File: src/hw/rtl/prr_pkg.sv
// Shared types and constants for the polyphase rational resampler.
// No dependencies; used by prr_mac and polyphase_rational_resampler.
`default_nettype none

package prr_pkg;

  // Fixed field widths
  localparam int unsigned SAMPLE_W   = 16;
  localparam int unsigned COEF_IDX_W = 6;
  localparam int unsigned NUM_TAPS_W = 7;
  localparam int unsigned FACTOR_W   = 5;
  localparam int unsigned ACC_W      = 32;
  localparam int unsigned OUT_SHIFT  = 15;

  // Configuration port
  localparam int unsigned CFG_IDX_W  = 2;
  localparam int unsigned CFG_DATA_W = 7;

  localparam logic [CFG_IDX_W-1:0] CFG_NUM_TAPS = 2'd0;
  localparam logic [CFG_IDX_W-1:0] CFG_INTERP   = 2'd1;
  localparam logic [CFG_IDX_W-1:0] CFG_DECIM    = 2'd2;

  localparam logic [NUM_TAPS_W-1:0] NUM_TAPS_RST = 7'd64;
  localparam logic [FACTOR_W-1:0]   FACTOR_RST   = 5'd1;

  typedef logic signed [SAMPLE_W-1:0] sample_t;

  // Control from the sequencer to the MAC unit
  typedef struct packed {
    logic clear;  // zero the accumulator
    logic en;     // operands valid this cycle
  } mac_ctrl_t;

endpackage

`default_nettype wire

File: src/hw/rtl/prr_ram.sv
// Generic simple dual-port RAM: one write port, one read port, registered read.
// No dependencies.
`default_nettype none

module prr_ram #(
  parameter int unsigned WIDTH = 16,
  parameter int unsigned DEPTH = 64
) (
  input  wire logic                     clk_i,
  input  wire logic                     we_i,
  input  wire logic [$clog2(DEPTH)-1:0] waddr_i,
  input  wire logic [WIDTH-1:0]         wdata_i,
  input  wire logic [$clog2(DEPTH)-1:0] raddr_i,
  output logic      [WIDTH-1:0]         rdata_o
);

  logic [WIDTH-1:0] mem_q [DEPTH];

  always_ff @(posedge clk_i) begin
    if (we_i) begin
      mem_q[waddr_i] <= wdata_i;
    end
    rdata_o <= mem_q[raddr_i];
  end

endmodule

`default_nettype wire

File: src/hw/rtl/prr_mac.sv
// Shared multiply-accumulate unit: registered 16x16 product, wrapping 32-bit sum.
// Depends on prr_pkg.
`default_nettype none

module prr_mac (
  input  wire logic                       clk_i,
  input  wire logic                       rst_ni,
  input  wire prr_pkg::mac_ctrl_t         ctrl_i,
  input  wire prr_pkg::sample_t           coef_i,
  input  wire prr_pkg::sample_t           data_i,
  output logic [prr_pkg::ACC_W-1:0]       acc_o,
  output logic                            busy_o
);

  logic signed [prr_pkg::ACC_W-1:0] prod_d;
  logic signed [prr_pkg::ACC_W-1:0] prod_q;
  logic                             pv_q;
  logic        [prr_pkg::ACC_W-1:0] acc_q;

  assign prod_d = prr_pkg::ACC_W'(coef_i) * prr_pkg::ACC_W'(data_i);

  always_ff @(posedge clk_i or negedge rst_ni) begin
    if (!rst_ni) begin
      pv_q <= 1'b0;
    end else begin
      pv_q <= ctrl_i.en;
    end
  end

  always_ff @(posedge clk_i) begin
    if (ctrl_i.en) begin
      prod_q <= prod_d;
    end
    if (ctrl_i.clear) begin
      acc_q <= '0;
    end else if (pv_q) begin
      acc_q <= acc_q + prod_q;  // wraps modulo 2^32
    end
  end

  assign acc_o  = acc_q;
  assign busy_o = pv_q;

endmodule

`default_nettype wire

File: src/hw/rtl/polyphase_rational_resampler.sv
// Polyphase L/M FIR resampler: top level with sequencer, delay and coefficient RAMs.
// Depends on prr_pkg, prr_ram and prr_mac.
`default_nettype none

// Polyphase rational resampler. Each input transfer either loads one Q15
// coefficient (no output) or delivers one sample. A sample is shifted into
// the delay line, then one output is produced per polyphase branch j =
// phase, phase+M, ... below L; each output is the sum of coef[j+kL]*delay[k]
// over the taps in use, kept in a wrapping 32-bit accumulator, and reported
// as bits 30..15. The phase left over carries to the next sample. All
// arithmetic goes through one multiply-accumulate unit fed from two
// single-read-port RAMs. A sample is taken in and the delay line shifted one
// entry per cycle through the RAM port; then each output takes a branch
// start, one tap per cycle, an end check, a wait for the MAC pipeline to
// drain and the emit step; a final step closes the run. A stalled result
// holds the emit step of the next output. in_stall_o is high while a sample
// is being worked on. After reset the delay RAM is zeroed entry by entry; no
// input transfer is taken in that time, configuration writes are. The output
// register decouples the result side: the next branch is computed while a
// result waits.
module polyphase_rational_resampler #(
  parameter int unsigned MAX_TAPS   = 64,
  parameter int unsigned MAX_FACTOR = 16
) (
  input  wire logic                                clk_i,
  input  wire logic                                rst_ni,
  // configuration write port
  input  wire logic                                cfg_we_i,
  input  wire logic [prr_pkg::CFG_IDX_W-1:0]       cfg_idx_i,
  input  wire logic [prr_pkg::CFG_DATA_W-1:0]      cfg_data_i,
  // input channel
  input  wire logic                                in_valid_i,
  output logic                                     in_stall_o,
  input  wire logic                                req_type_i,
  input  wire prr_pkg::sample_t                    sample_in_i,
  input  wire logic [prr_pkg::COEF_IDX_W-1:0]      coef_index_i,
  input  wire prr_pkg::sample_t                    coef_value_i,
  // output channel
  output logic                                     out_valid_o,
  input  wire logic                                out_stall_i,
  output prr_pkg::sample_t                         out_sample_o,
  output logic                                     last_of_run_o
);

  // Widths derived from the parameters
  localparam int unsigned AW  = $clog2(MAX_TAPS);          // RAM address
  localparam int unsigned TW  = $clog2(MAX_TAPS + 1);      // tap count / counter
  localparam int unsigned NW  = (TW > prr_pkg::NUM_TAPS_W) ? TW : prr_pkg::NUM_TAPS_W;
  localparam int unsigned FW  = $clog2(MAX_FACTOR + 1);    // clamped L, M
  localparam int unsigned XW  = (FW > prr_pkg::FACTOR_W) ? FW : prr_pkg::FACTOR_W;
  localparam int unsigned JW  = $clog2(2 * MAX_FACTOR);    // running branch index
  localparam int unsigned PW  = (MAX_FACTOR > 1) ? $clog2(MAX_FACTOR) : 1;
  localparam int unsigned CIW = $clog2(MAX_TAPS + MAX_FACTOR); // coefficient index
  localparam int unsigned IW  = (AW > prr_pkg::COEF_IDX_W) ? AW : prr_pkg::COEF_IDX_W;

  // Sequencer states
  localparam logic [2:0] S_CLEAR = 3'd0;  // zero delay RAM after reset
  localparam logic [2:0] S_IDLE  = 3'd1;  // wait for an input transfer
  localparam logic [2:0] S_SHIFT = 3'd2;  // move delay line up one entry per cycle
  localparam logic [2:0] S_LOAD0 = 3'd3;  // last shift write, then new sample at 0
  localparam logic [2:0] S_PHASE = 3'd4;  // start a branch or close the run
  localparam logic [2:0] S_ISSUE = 3'd5;  // one tap read per cycle into the MAC
  localparam logic [2:0] S_DRAIN = 3'd6;  // wait for the MAC pipeline
  localparam logic [2:0] S_EMIT  = 3'd7;  // hand the sum to the output register

  function automatic logic [FW-1:0] clamp_factor(input logic [prr_pkg::FACTOR_W-1:0] f);
    logic [XW-1:0] fx;
    fx = XW'(f);
    if (fx == '0) begin
      return FW'(1);
    end else if (fx > XW'(MAX_FACTOR)) begin
      return FW'(MAX_FACTOR);
    end else begin
      return FW'(fx);
    end
  endfunction

  // Configuration registers
  logic [prr_pkg::NUM_TAPS_W-1:0] num_taps_q;
  logic [prr_pkg::FACTOR_W-1:0]   interp_q;
  logic [prr_pkg::FACTOR_W-1:0]   decim_q;

  always_ff @(posedge clk_i or negedge rst_ni) begin
    if (!rst_ni) begin
      num_taps_q <= prr_pkg::NUM_TAPS_RST;
      interp_q   <= prr_pkg::FACTOR_RST;
      decim_q    <= prr_pkg::FACTOR_RST;
    end else if (cfg_we_i) begin
      case (cfg_idx_i)
        prr_pkg::CFG_NUM_TAPS: num_taps_q <= cfg_data_i[prr_pkg::NUM_TAPS_W-1:0];
        prr_pkg::CFG_INTERP:   interp_q   <= cfg_data_i[prr_pkg::FACTOR_W-1:0];
        prr_pkg::CFG_DECIM:    decim_q    <= cfg_data_i[prr_pkg::FACTOR_W-1:0];
        default: ;  // unknown index: ignored
      endcase
    end
  end

  // Effective settings, clamped to what the hardware holds
  logic [NW-1:0] nt_ext;
  logic [TW-1:0] taps_clamp;

  assign nt_ext     = NW'(num_taps_q);
  assign taps_clamp = (nt_ext > NW'(MAX_TAPS)) ? TW'(MAX_TAPS) : TW'(nt_ext);

  // Sequencer state
  logic [2:0]             state_q, state_d;
  logic [TW-1:0]          cnt_q, cnt_d;
  prr_pkg::sample_t       sample_q, sample_d;
  logic [TW-1:0]          taps_q, taps_d;
  logic [FW-1:0]          l_q, l_d;
  logic [FW-1:0]          m_q, m_d;
  logic [PW-1:0]          phase_q, phase_d;
  logic [JW-1:0]          j_q, j_d;
  logic [CIW-1:0]         ci_q, ci_d;
  logic [TW-1:0]          k_q, k_d;
  logic                   shift_pend_q, shift_pend_d;
  logic [AW-1:0]          shift_waddr_q, shift_waddr_d;
  logic                   rd_pend_q, rd_pend_d;
  logic                   out_valid_q, out_valid_d;
  prr_pkg::sample_t       out_sample_q;
  logic                   out_last_q;

  // RAM ports
  logic                   dly_we;
  logic [AW-1:0]          dly_waddr;
  prr_pkg::sample_t       dly_wdata;
  logic [AW-1:0]          dly_raddr;
  prr_pkg::sample_t       dly_rdata;
  logic                   coef_we;
  logic [AW-1:0]          coef_waddr;
  logic [AW-1:0]          coef_raddr;
  prr_pkg::sample_t       coef_rdata;

  // MAC
  prr_pkg::mac_ctrl_t          mac_ctrl;
  logic [prr_pkg::ACC_W-1:0]   mac_acc;
  logic                        mac_busy;

  logic                   in_accept;
  logic [IW-1:0]          coef_idx_ext;
  logic                   coef_in_range;
  logic [JW:0]            j_sum;
  logic                   out_load;
  logic                   out_free;

  assign in_stall_o = (state_q != S_IDLE);
  assign in_accept  = in_valid_i && !in_stall_o;

  // Coefficient load goes straight to the RAM; slots past the table are dropped
  assign coef_idx_ext  = IW'(coef_index_i);
  assign coef_in_range = ((IW + 1)'(coef_idx_ext) < (IW + 1)'(MAX_TAPS));
  assign coef_we       = in_accept && req_type_i && coef_in_range;
  assign coef_waddr    = coef_idx_ext[AW-1:0];
  assign coef_raddr    = ci_q[AW-1:0];

  // Next branch index (which also gives the end-of-run flag) and output-register free flag
  assign j_sum    = (JW + 1)'(j_q) + (JW + 1)'(m_q);
  assign out_free = !out_valid_q || !out_stall_i;

  always_comb begin
    state_d       = state_q;
    cnt_d         = cnt_q;
    sample_d      = sample_q;
    taps_d        = taps_q;
    l_d           = l_q;
    m_d           = m_q;
    phase_d       = phase_q;
    j_d           = j_q;
    ci_d          = ci_q;
    k_d           = k_q;
    shift_pend_d  = 1'b0;
    shift_waddr_d = shift_waddr_q;
    rd_pend_d     = 1'b0;
    out_load      = 1'b0;
    dly_we        = 1'b0;
    dly_waddr     = shift_waddr_q;
    dly_wdata     = dly_rdata;
    dly_raddr     = k_q[AW-1:0];
    mac_ctrl      = '0;
    mac_ctrl.en   = rd_pend_q;

    case (state_q)
      S_CLEAR: begin
        dly_we    = 1'b1;
        dly_waddr = cnt_q[AW-1:0];
        dly_wdata = '0;
        if (cnt_q == TW'(MAX_TAPS - 1)) begin
          cnt_d   = '0;
          state_d = S_IDLE;
        end else begin
          cnt_d = cnt_q + TW'(1);
        end
      end

      S_IDLE: begin
        if (in_accept && !req_type_i) begin
          sample_d = sample_in_i;
          taps_d   = taps_clamp;
          l_d      = clamp_factor(interp_q);
          m_d      = clamp_factor(decim_q);
          if (taps_clamp >= TW'(2)) begin
            cnt_d   = taps_clamp - TW'(2);
            state_d = S_SHIFT;
          end else begin
            state_d = S_LOAD0;
          end
        end
      end

      S_SHIFT: begin
        // read entry cnt now, write it to cnt+1 next cycle
        dly_raddr     = cnt_q[AW-1:0];
        shift_pend_d  = 1'b1;
        shift_waddr_d = AW'(cnt_q + TW'(1));
        dly_we        = shift_pend_q;
        if (cnt_q == '0) begin
          state_d = S_LOAD0;
        end else begin
          cnt_d = cnt_q - TW'(1);
        end
      end

      S_LOAD0: begin
        dly_we = 1'b1;
        if (!shift_pend_q) begin
          dly_waddr = '0;
          dly_wdata = sample_q;
          j_d       = JW'(phase_q);
          state_d   = S_PHASE;
        end
      end

      S_PHASE: begin
        if (j_q < JW'(l_q)) begin
          ci_d           = CIW'(j_q);
          k_d            = '0;
          mac_ctrl.clear = 1'b1;
          state_d        = S_ISSUE;
        end else begin
          // run over: carry what is left of the phase
          phase_d = PW'(j_q - JW'(l_q));
          state_d = S_IDLE;
        end
      end

      S_ISSUE: begin
        if (ci_q < CIW'(taps_q)) begin
          rd_pend_d = 1'b1;
          ci_d      = ci_q + CIW'(l_q);
          k_d       = k_q + TW'(1);
        end else begin
          state_d = S_DRAIN;
        end
      end

      S_DRAIN: begin
        if (!rd_pend_q && !mac_busy) begin
          state_d = S_EMIT;
        end
      end

      S_EMIT: begin
        if (out_free) begin
          out_load = 1'b1;
          j_d      = JW'(j_sum);
          state_d  = S_PHASE;
        end
      end

      default: begin
        state_d = S_IDLE;
      end
    endcase
  end

  always_comb begin
    if (out_load) begin
      out_valid_d = 1'b1;
    end else if (out_valid_q && !out_stall_i) begin
      out_valid_d = 1'b0;
    end else begin
      out_valid_d = out_valid_q;
    end
  end

  // Control registers
  always_ff @(posedge clk_i or negedge rst_ni) begin
    if (!rst_ni) begin
      state_q      <= S_CLEAR;
      cnt_q        <= '0;
      phase_q      <= '0;
      shift_pend_q <= 1'b0;
      rd_pend_q    <= 1'b0;
      out_valid_q  <= 1'b0;
    end else begin
      state_q      <= state_d;
      cnt_q        <= cnt_d;
      phase_q      <= phase_d;
      shift_pend_q <= shift_pend_d;
      rd_pend_q    <= rd_pend_d;
      out_valid_q  <= out_valid_d;
    end
  end

  // Datapath registers
  always_ff @(posedge clk_i) begin
    sample_q      <= sample_d;
    taps_q        <= taps_d;
    l_q           <= l_d;
    m_q           <= m_d;
    j_q           <= j_d;
    ci_q          <= ci_d;
    k_q           <= k_d;
    shift_waddr_q <= shift_waddr_d;
    if (out_load) begin
      out_sample_q <= mac_acc[prr_pkg::OUT_SHIFT + prr_pkg::SAMPLE_W - 1:prr_pkg::OUT_SHIFT];
      out_last_q   <= (j_sum >= (JW + 1)'(l_q));
    end
  end

  assign out_valid_o   = out_valid_q;
  assign out_sample_o  = out_sample_q;
  assign last_of_run_o = out_last_q;

  prr_ram #(
    .WIDTH (prr_pkg::SAMPLE_W),
    .DEPTH (MAX_TAPS)
  ) u_dly_ram (
    .clk_i   (clk_i),
    .we_i    (dly_we),
    .waddr_i (dly_waddr),
    .wdata_i (dly_wdata),
    .raddr_i (dly_raddr),
    .rdata_o (dly_rdata)
  );

  prr_ram #(
    .WIDTH (prr_pkg::SAMPLE_W),
    .DEPTH (MAX_TAPS)
  ) u_coef_ram (
    .clk_i   (clk_i),
    .we_i    (coef_we),
    .waddr_i (coef_waddr),
    .wdata_i (coef_value_i),
    .raddr_i (coef_raddr),
    .rdata_o (coef_rdata)
  );

  prr_mac u_mac (
    .clk_i  (clk_i),
    .rst_ni (rst_ni),
    .ctrl_i (mac_ctrl),
    .coef_i (coef_rdata),
    .data_i (dly_rdata),
    .acc_o  (mac_acc),
    .busy_o (mac_busy)
  );

  // A new result only appears right after the emit step
  a_out_from_emit: assert property (@(posedge clk_i) disable iff (!rst_ni)
    $rose(out_valid_q) |-> ($past(state_q) == S_EMIT))
    else $error("output valid rose outside emit step");

  // Delay-line shift never reads the entry it is writing
  a_shift_no_collide: assert property (@(posedge clk_i) disable iff (!rst_ni)
    (state_q == S_SHIFT && shift_pend_q) |-> (shift_waddr_q != cnt_q[AW-1:0]))
    else $error("delay RAM read/write collision during shift");

  // Accumulator is only cleared with the MAC pipeline empty
  a_clear_when_empty: assert property (@(posedge clk_i) disable iff (!rst_ni)
    mac_ctrl.clear |-> (!rd_pend_q && !mac_busy))
    else $error("MAC cleared with products in flight");

  // Delay index stays inside the taps in use while issuing
  a_tap_in_range: assert property (@(posedge clk_i) disable iff (!rst_ni)
    (state_q == S_ISSUE && ci_q < CIW'(taps_q)) |-> (k_q < taps_q))
    else $error("delay index beyond tap count");

endmodule

`default_nettype wire
File: config.mk
export PLATFORM = sky130hd
export DESIGN_NAME = polyphase_rational_resampler
export DESIGN_NICKNAME = d
export VERILOG_FILES = /design/src/hw/rtl/prr_pkg.sv /design/src/hw/rtl/prr_ram.sv /design/src/hw/rtl/prr_mac.sv /design/src/hw/rtl/polyphase_rational_resampler.sv
export SDC_FILE = /design/constraint.sdc
export NUM_CORES = 2
export LEC_CHECK = 0
export ABC_AREA = 1
export ABC_CLOCK_PERIOD_IN_PS = 12400
export BUFFER_PORTS_ARGS = -buffer_cell sky130_fd_sc_hd__buf_2
export CORE_ASPECT_RATIO = 0.8
export CORE_UTILIZATION = 60
export CTS_CLUSTER_SIZE = 28
export DETAILED_ROUTE_END_ITERATION = 8
export GPL_ROUTABILITY_DRIVEN = 0
export PLACE_DENSITY_LB_ADDON = 0.08
export SYNTH_ARGS = -nofsm -noshare
export SYNTH_HDL_FRONTEND = slang
export SYNTH_SLANG_ARGS = --single-unit
File: constraint.sdc
create_clock -name clk_i -period 12.4 [get_ports clk_i]
set_input_delay 2.48 -clock clk_i [delete_from_list [all_inputs] [get_ports clk_i]]
set_output_delay 2.48 -clock clk_i [all_outputs]
set_load 0.01 [all_outputs]
==> metrics <==
nets@finish 10000; PostCTS Resize Cnt 0; #FFs+latches synth 2251; fraction of layout cells with a size suffix above 1 0.06543; Synth-to-Final Area Change 9.097%; port buffer count 71; Clock Latency Late Sink 0.85 ns; Die Width 471.4 µm; initial antenna violation count 13; HP Start u_mac.acc_o[30]$_SDFFE_PP0P_; Initial DRT Pass Iterations 8; Max Used Layer met5; reg2reg path depth 23; Vias/cell 6.060; Seq/Total Area, Yosys 0.6316; Die ar. 177900 µm²; hold_ws 0.4622 ns; Crit Path Max Fanout 17; Arrival @ worst endpoint 7.04 ns; first-pass GRT wire length 428.5 mm; RR Startpoint u_dly_ram.rdata_o[1]$_DFF_P_; DIE HEIGHT 377.5 µm; Max Cap Viol 0; relative slew slack 0.1608; worst reg-to-reg setup slack 5.90 ns; wire length on met3 32.47 mm; crit start category flip-flop; overall routed net length 285.1 mm; Met1 Routed Length 121.9 mm; Synth Cell Area 105800 µm²; Netlist cell types 50; Hold Path Depth 0; setup ws final 5.903 ns; hpwl dp 164.4 mm; post-detailed-route count of antenna-violating nets 0; synthesized area per cell 10.99 µm²; unrepaired setup endpoints after global routing false; HP Class flip-flop to flip-flop; grt total ovfl 0; initial core utilization 0.6054; Slew @ Worst Pin 1.259 ns; Final period util 0.5239; Finish-stage setup viols 0; FILL cells 13190; total negative slack 0 ns; number of global-route vias before repair 68770; Core ar. 174700 µm²; largest net degree at the start of global routing 207; worst path required time 12.94 ns; H-Tree Depth 4; Total GRT Usage 0.3193; site row count 137; DRT iter0 DRCs 9618; Crit. End Element flip-flop; Post-synth EDFFs 2153; Worst-path clk slew 0.07 ns; number of hold violations in the final report 0; clk root buf clkbuf_16; Final Max Tran Viols 0; CTS Buffer Depth 3; number of CTS-inserted buffers 213; Worst Skew 0.07767 ns; Crit Path Category flip-flop to flip-flop; outcome complete, no violations; Main synth FF type edfxtp_1; top-level I/O count 72; routed via count 72820; Final Critical Period 6.497 ns; syn_nets 10080; DRC viols 0; Sink Count 2251; WL met2 123.0 mm; post-synthesis async set-or-reset flop share 0.01555; pre-CTS setup slack 6.074 ns; yosys warns 0; wire per inst 23.73 µm; post-CTS setup buffers 0; R2R Path End u_mac.prod_q[30]$_DFFE_PP_; Hold EP out_sample_o[15]$_DFFE_PP_; achievable frequency 153.9 MHz; CTS tree yes; Post-CTS Hold Buffers 0; Gate Count Post-Synth 9622
## critical path: stages, from the launching register on
cell	delay (ns)
dfxtp_1	0.55
nand2_1	0.22
inv_1	0.10
fa_1	0.74
inv_1	0.11
fa_1	0.70
inv_1	0.24
fa_1	0.57
inv_1	0.06
fa_1	0.52
inv_1	0.05
fa_1	0.49
fa_1	0.42
ha_1	0.35
nand2_1	0.08
nand2_1	0.07
a21oi_1	0.14
o21bai_1	0.08
a21oi_1	0.22
o21ai_0	0.13
a21oi_1	0.18
inv_1	0.07
nand2_1	0.06
nand2_1	0.04
## synth_stat cells (all sizes together), types with 32 or more instances
master | instances | area (µm²)
o22ai | 254 | 1589
xor2 | 37 | 324.1
edfxtp | 2153 | 64650
nand2 | 1408 | 5290
buf | 219 | 1056
fa | 260 | 5205
dfrtp | 32 | 800.8
ha | 145 | 1814
nand3 | 1208 | 6051
clkbuf | 353 | 1325
o21ai | 756 | 3795
inv | 1200 | 4504
nor2 | 852 | 3221
dfxtp | 63 | 1261
a21oi | 139 | 695.7
nand3b | 373 | 2800
## state kept, by name (all words and copies together), names as in the netlist, 3 cells and up
| name | cells |
|---|---|
| sample_q | 16 |
| cnt_q | 7 |
| u_dly_ram.mem_q | 1024 |
| l_q | 5 |
| state_q | 3 |
| u_coef_ram.mem_q | 1024 |
| m_q | 5 |
| u_mac.acc_o | 31 |
| decim_q | 5 |
| u_coef_ram.rdata_o | 16 |
| u_mac.prod_q | 31 |
| k_q | 6 |
| nt_ext | 7 |
| out_sample_o | 16 |
| shift_waddr_q | 6 |
| phase_q | 4 |
| ci_q | 7 |
| u_dly_ram.rdata_o | 16 |
| j_q | 5 |
| taps_q | 7 |
| interp_q | 5 |
## placed cells by master, fill, tap and decap left out, types with 8 or more instances in the layout
cell / netlist / layout
buf_4: 0 / 195
clkinv_1: 3 / 55
clkbuf_8: 0 / 9
clkinv_2: 0 / 28
xor2_1: 37 / 37
nand4_1: 11 / 11
or2_2: 8 / 8
fa_1: 260 / 260
buf_2: 175 / 71
inv_1: 1190 / 1187
o21bai_1: 27 / 27
buf_12: 0 / 12
clkbuf_16: 0 / 216
nor3_1: 19 / 19
clkbuf_1: 353 / 58
nor2_1: 847 / 841
ha_1: 145 / 145
nand2_1: 1406 / 1404
bufinv_16: 0 / 15
nand3b_1: 373 / 373
a32o_4: 0 / 8
o211ai_1: 15 / 15
a21oi_1: 139 / 139
o22ai_1: 254 / 254
nand3_1: 1207 / 1206
dfrtp_1: 32 / 32
xnor2_1: 16 / 16
o21ai_0: 749 / 747
dfxtp_1: 63 / 63
edfxtp_1: 2153 / 2153
nor2_2: 3 / 8
## layer usage
layer	global-route usage	up-vias
met5	0.01330	-
met4	0.08741	10
met3	0.07234	446
met2	0.4599	3726
met1	0.4864	35860
li1	-	32780
## final cells by class
cell class / count / area, µm² / share of cell area
clock buffer: 283 / 5747 / 0.04981
tap: 2293 / 2869 / 0.02487
antenna: 3 / 7.507 / 0.00006507
multi-input combinational: 5596 / 32270 / 0.2797
sequential: 2251 / 66790 / 0.5789
inverter: 1203 / 4534 / 0.03930
clock inverter: 110 / 1094 / 0.009478
timing repair buffer: 278 / 2059 / 0.01785
## metrics by stage
stage          utilization  instance area (µm²)  std cells
6_report            0.6605               115400      12020
5_1_grt             0.6605               115400      12010
4_1_cts             0.6605               115400      12010
3_5_place_dp        0.6213               108500      11620
3_3_place_gp        0.6213               108500      11620
2_1_floorplan            -               105800       9622
## cell families after synthesis
family / synth area share
AO/OA/AOI/OAI: 0.06524
adder cells (fa/ha/maj): 0.06637
AND/OR/NAND/NOR: 0.1672
buffers and inverters: 0.06522
flip-flops: 0.6316
XOR/XNOR: 0.004389
## worst max path at each step
stage	from	end	slack, ns
2_1_floorplan	u_dly_ram.rdata_o[5]$_DFF_P_	u_mac.prod_q[25]$_DFFE_PP_	6.86
3_3_place_gp	u_dly_ram.rdata_o[1]$_DFF_P_	u_mac.prod_q[30]$_DFFE_PP_	6.07
3_5_place_dp	u_dly_ram.rdata_o[1]$_DFF_P_	u_mac.prod_q[30]$_DFFE_PP_	6.07
4_1_cts	u_dly_ram.rdata_o[1]$_DFF_P_	u_mac.prod_q[30]$_DFFE_PP_	5.99
5_1_grt	u_dly_ram.rdata_o[1]$_DFF_P_	u_mac.prod_q[30]$_DFFE_PP_	5.60
6_report	u_dly_ram.rdata_o[1]$_DFF_P_	u_mac.prod_q[30]$_DFFE_PP_	5.90
Power is not shown: default switching activity piles up to over one toggle a cycle in this logic, so the estimate is an artifact.
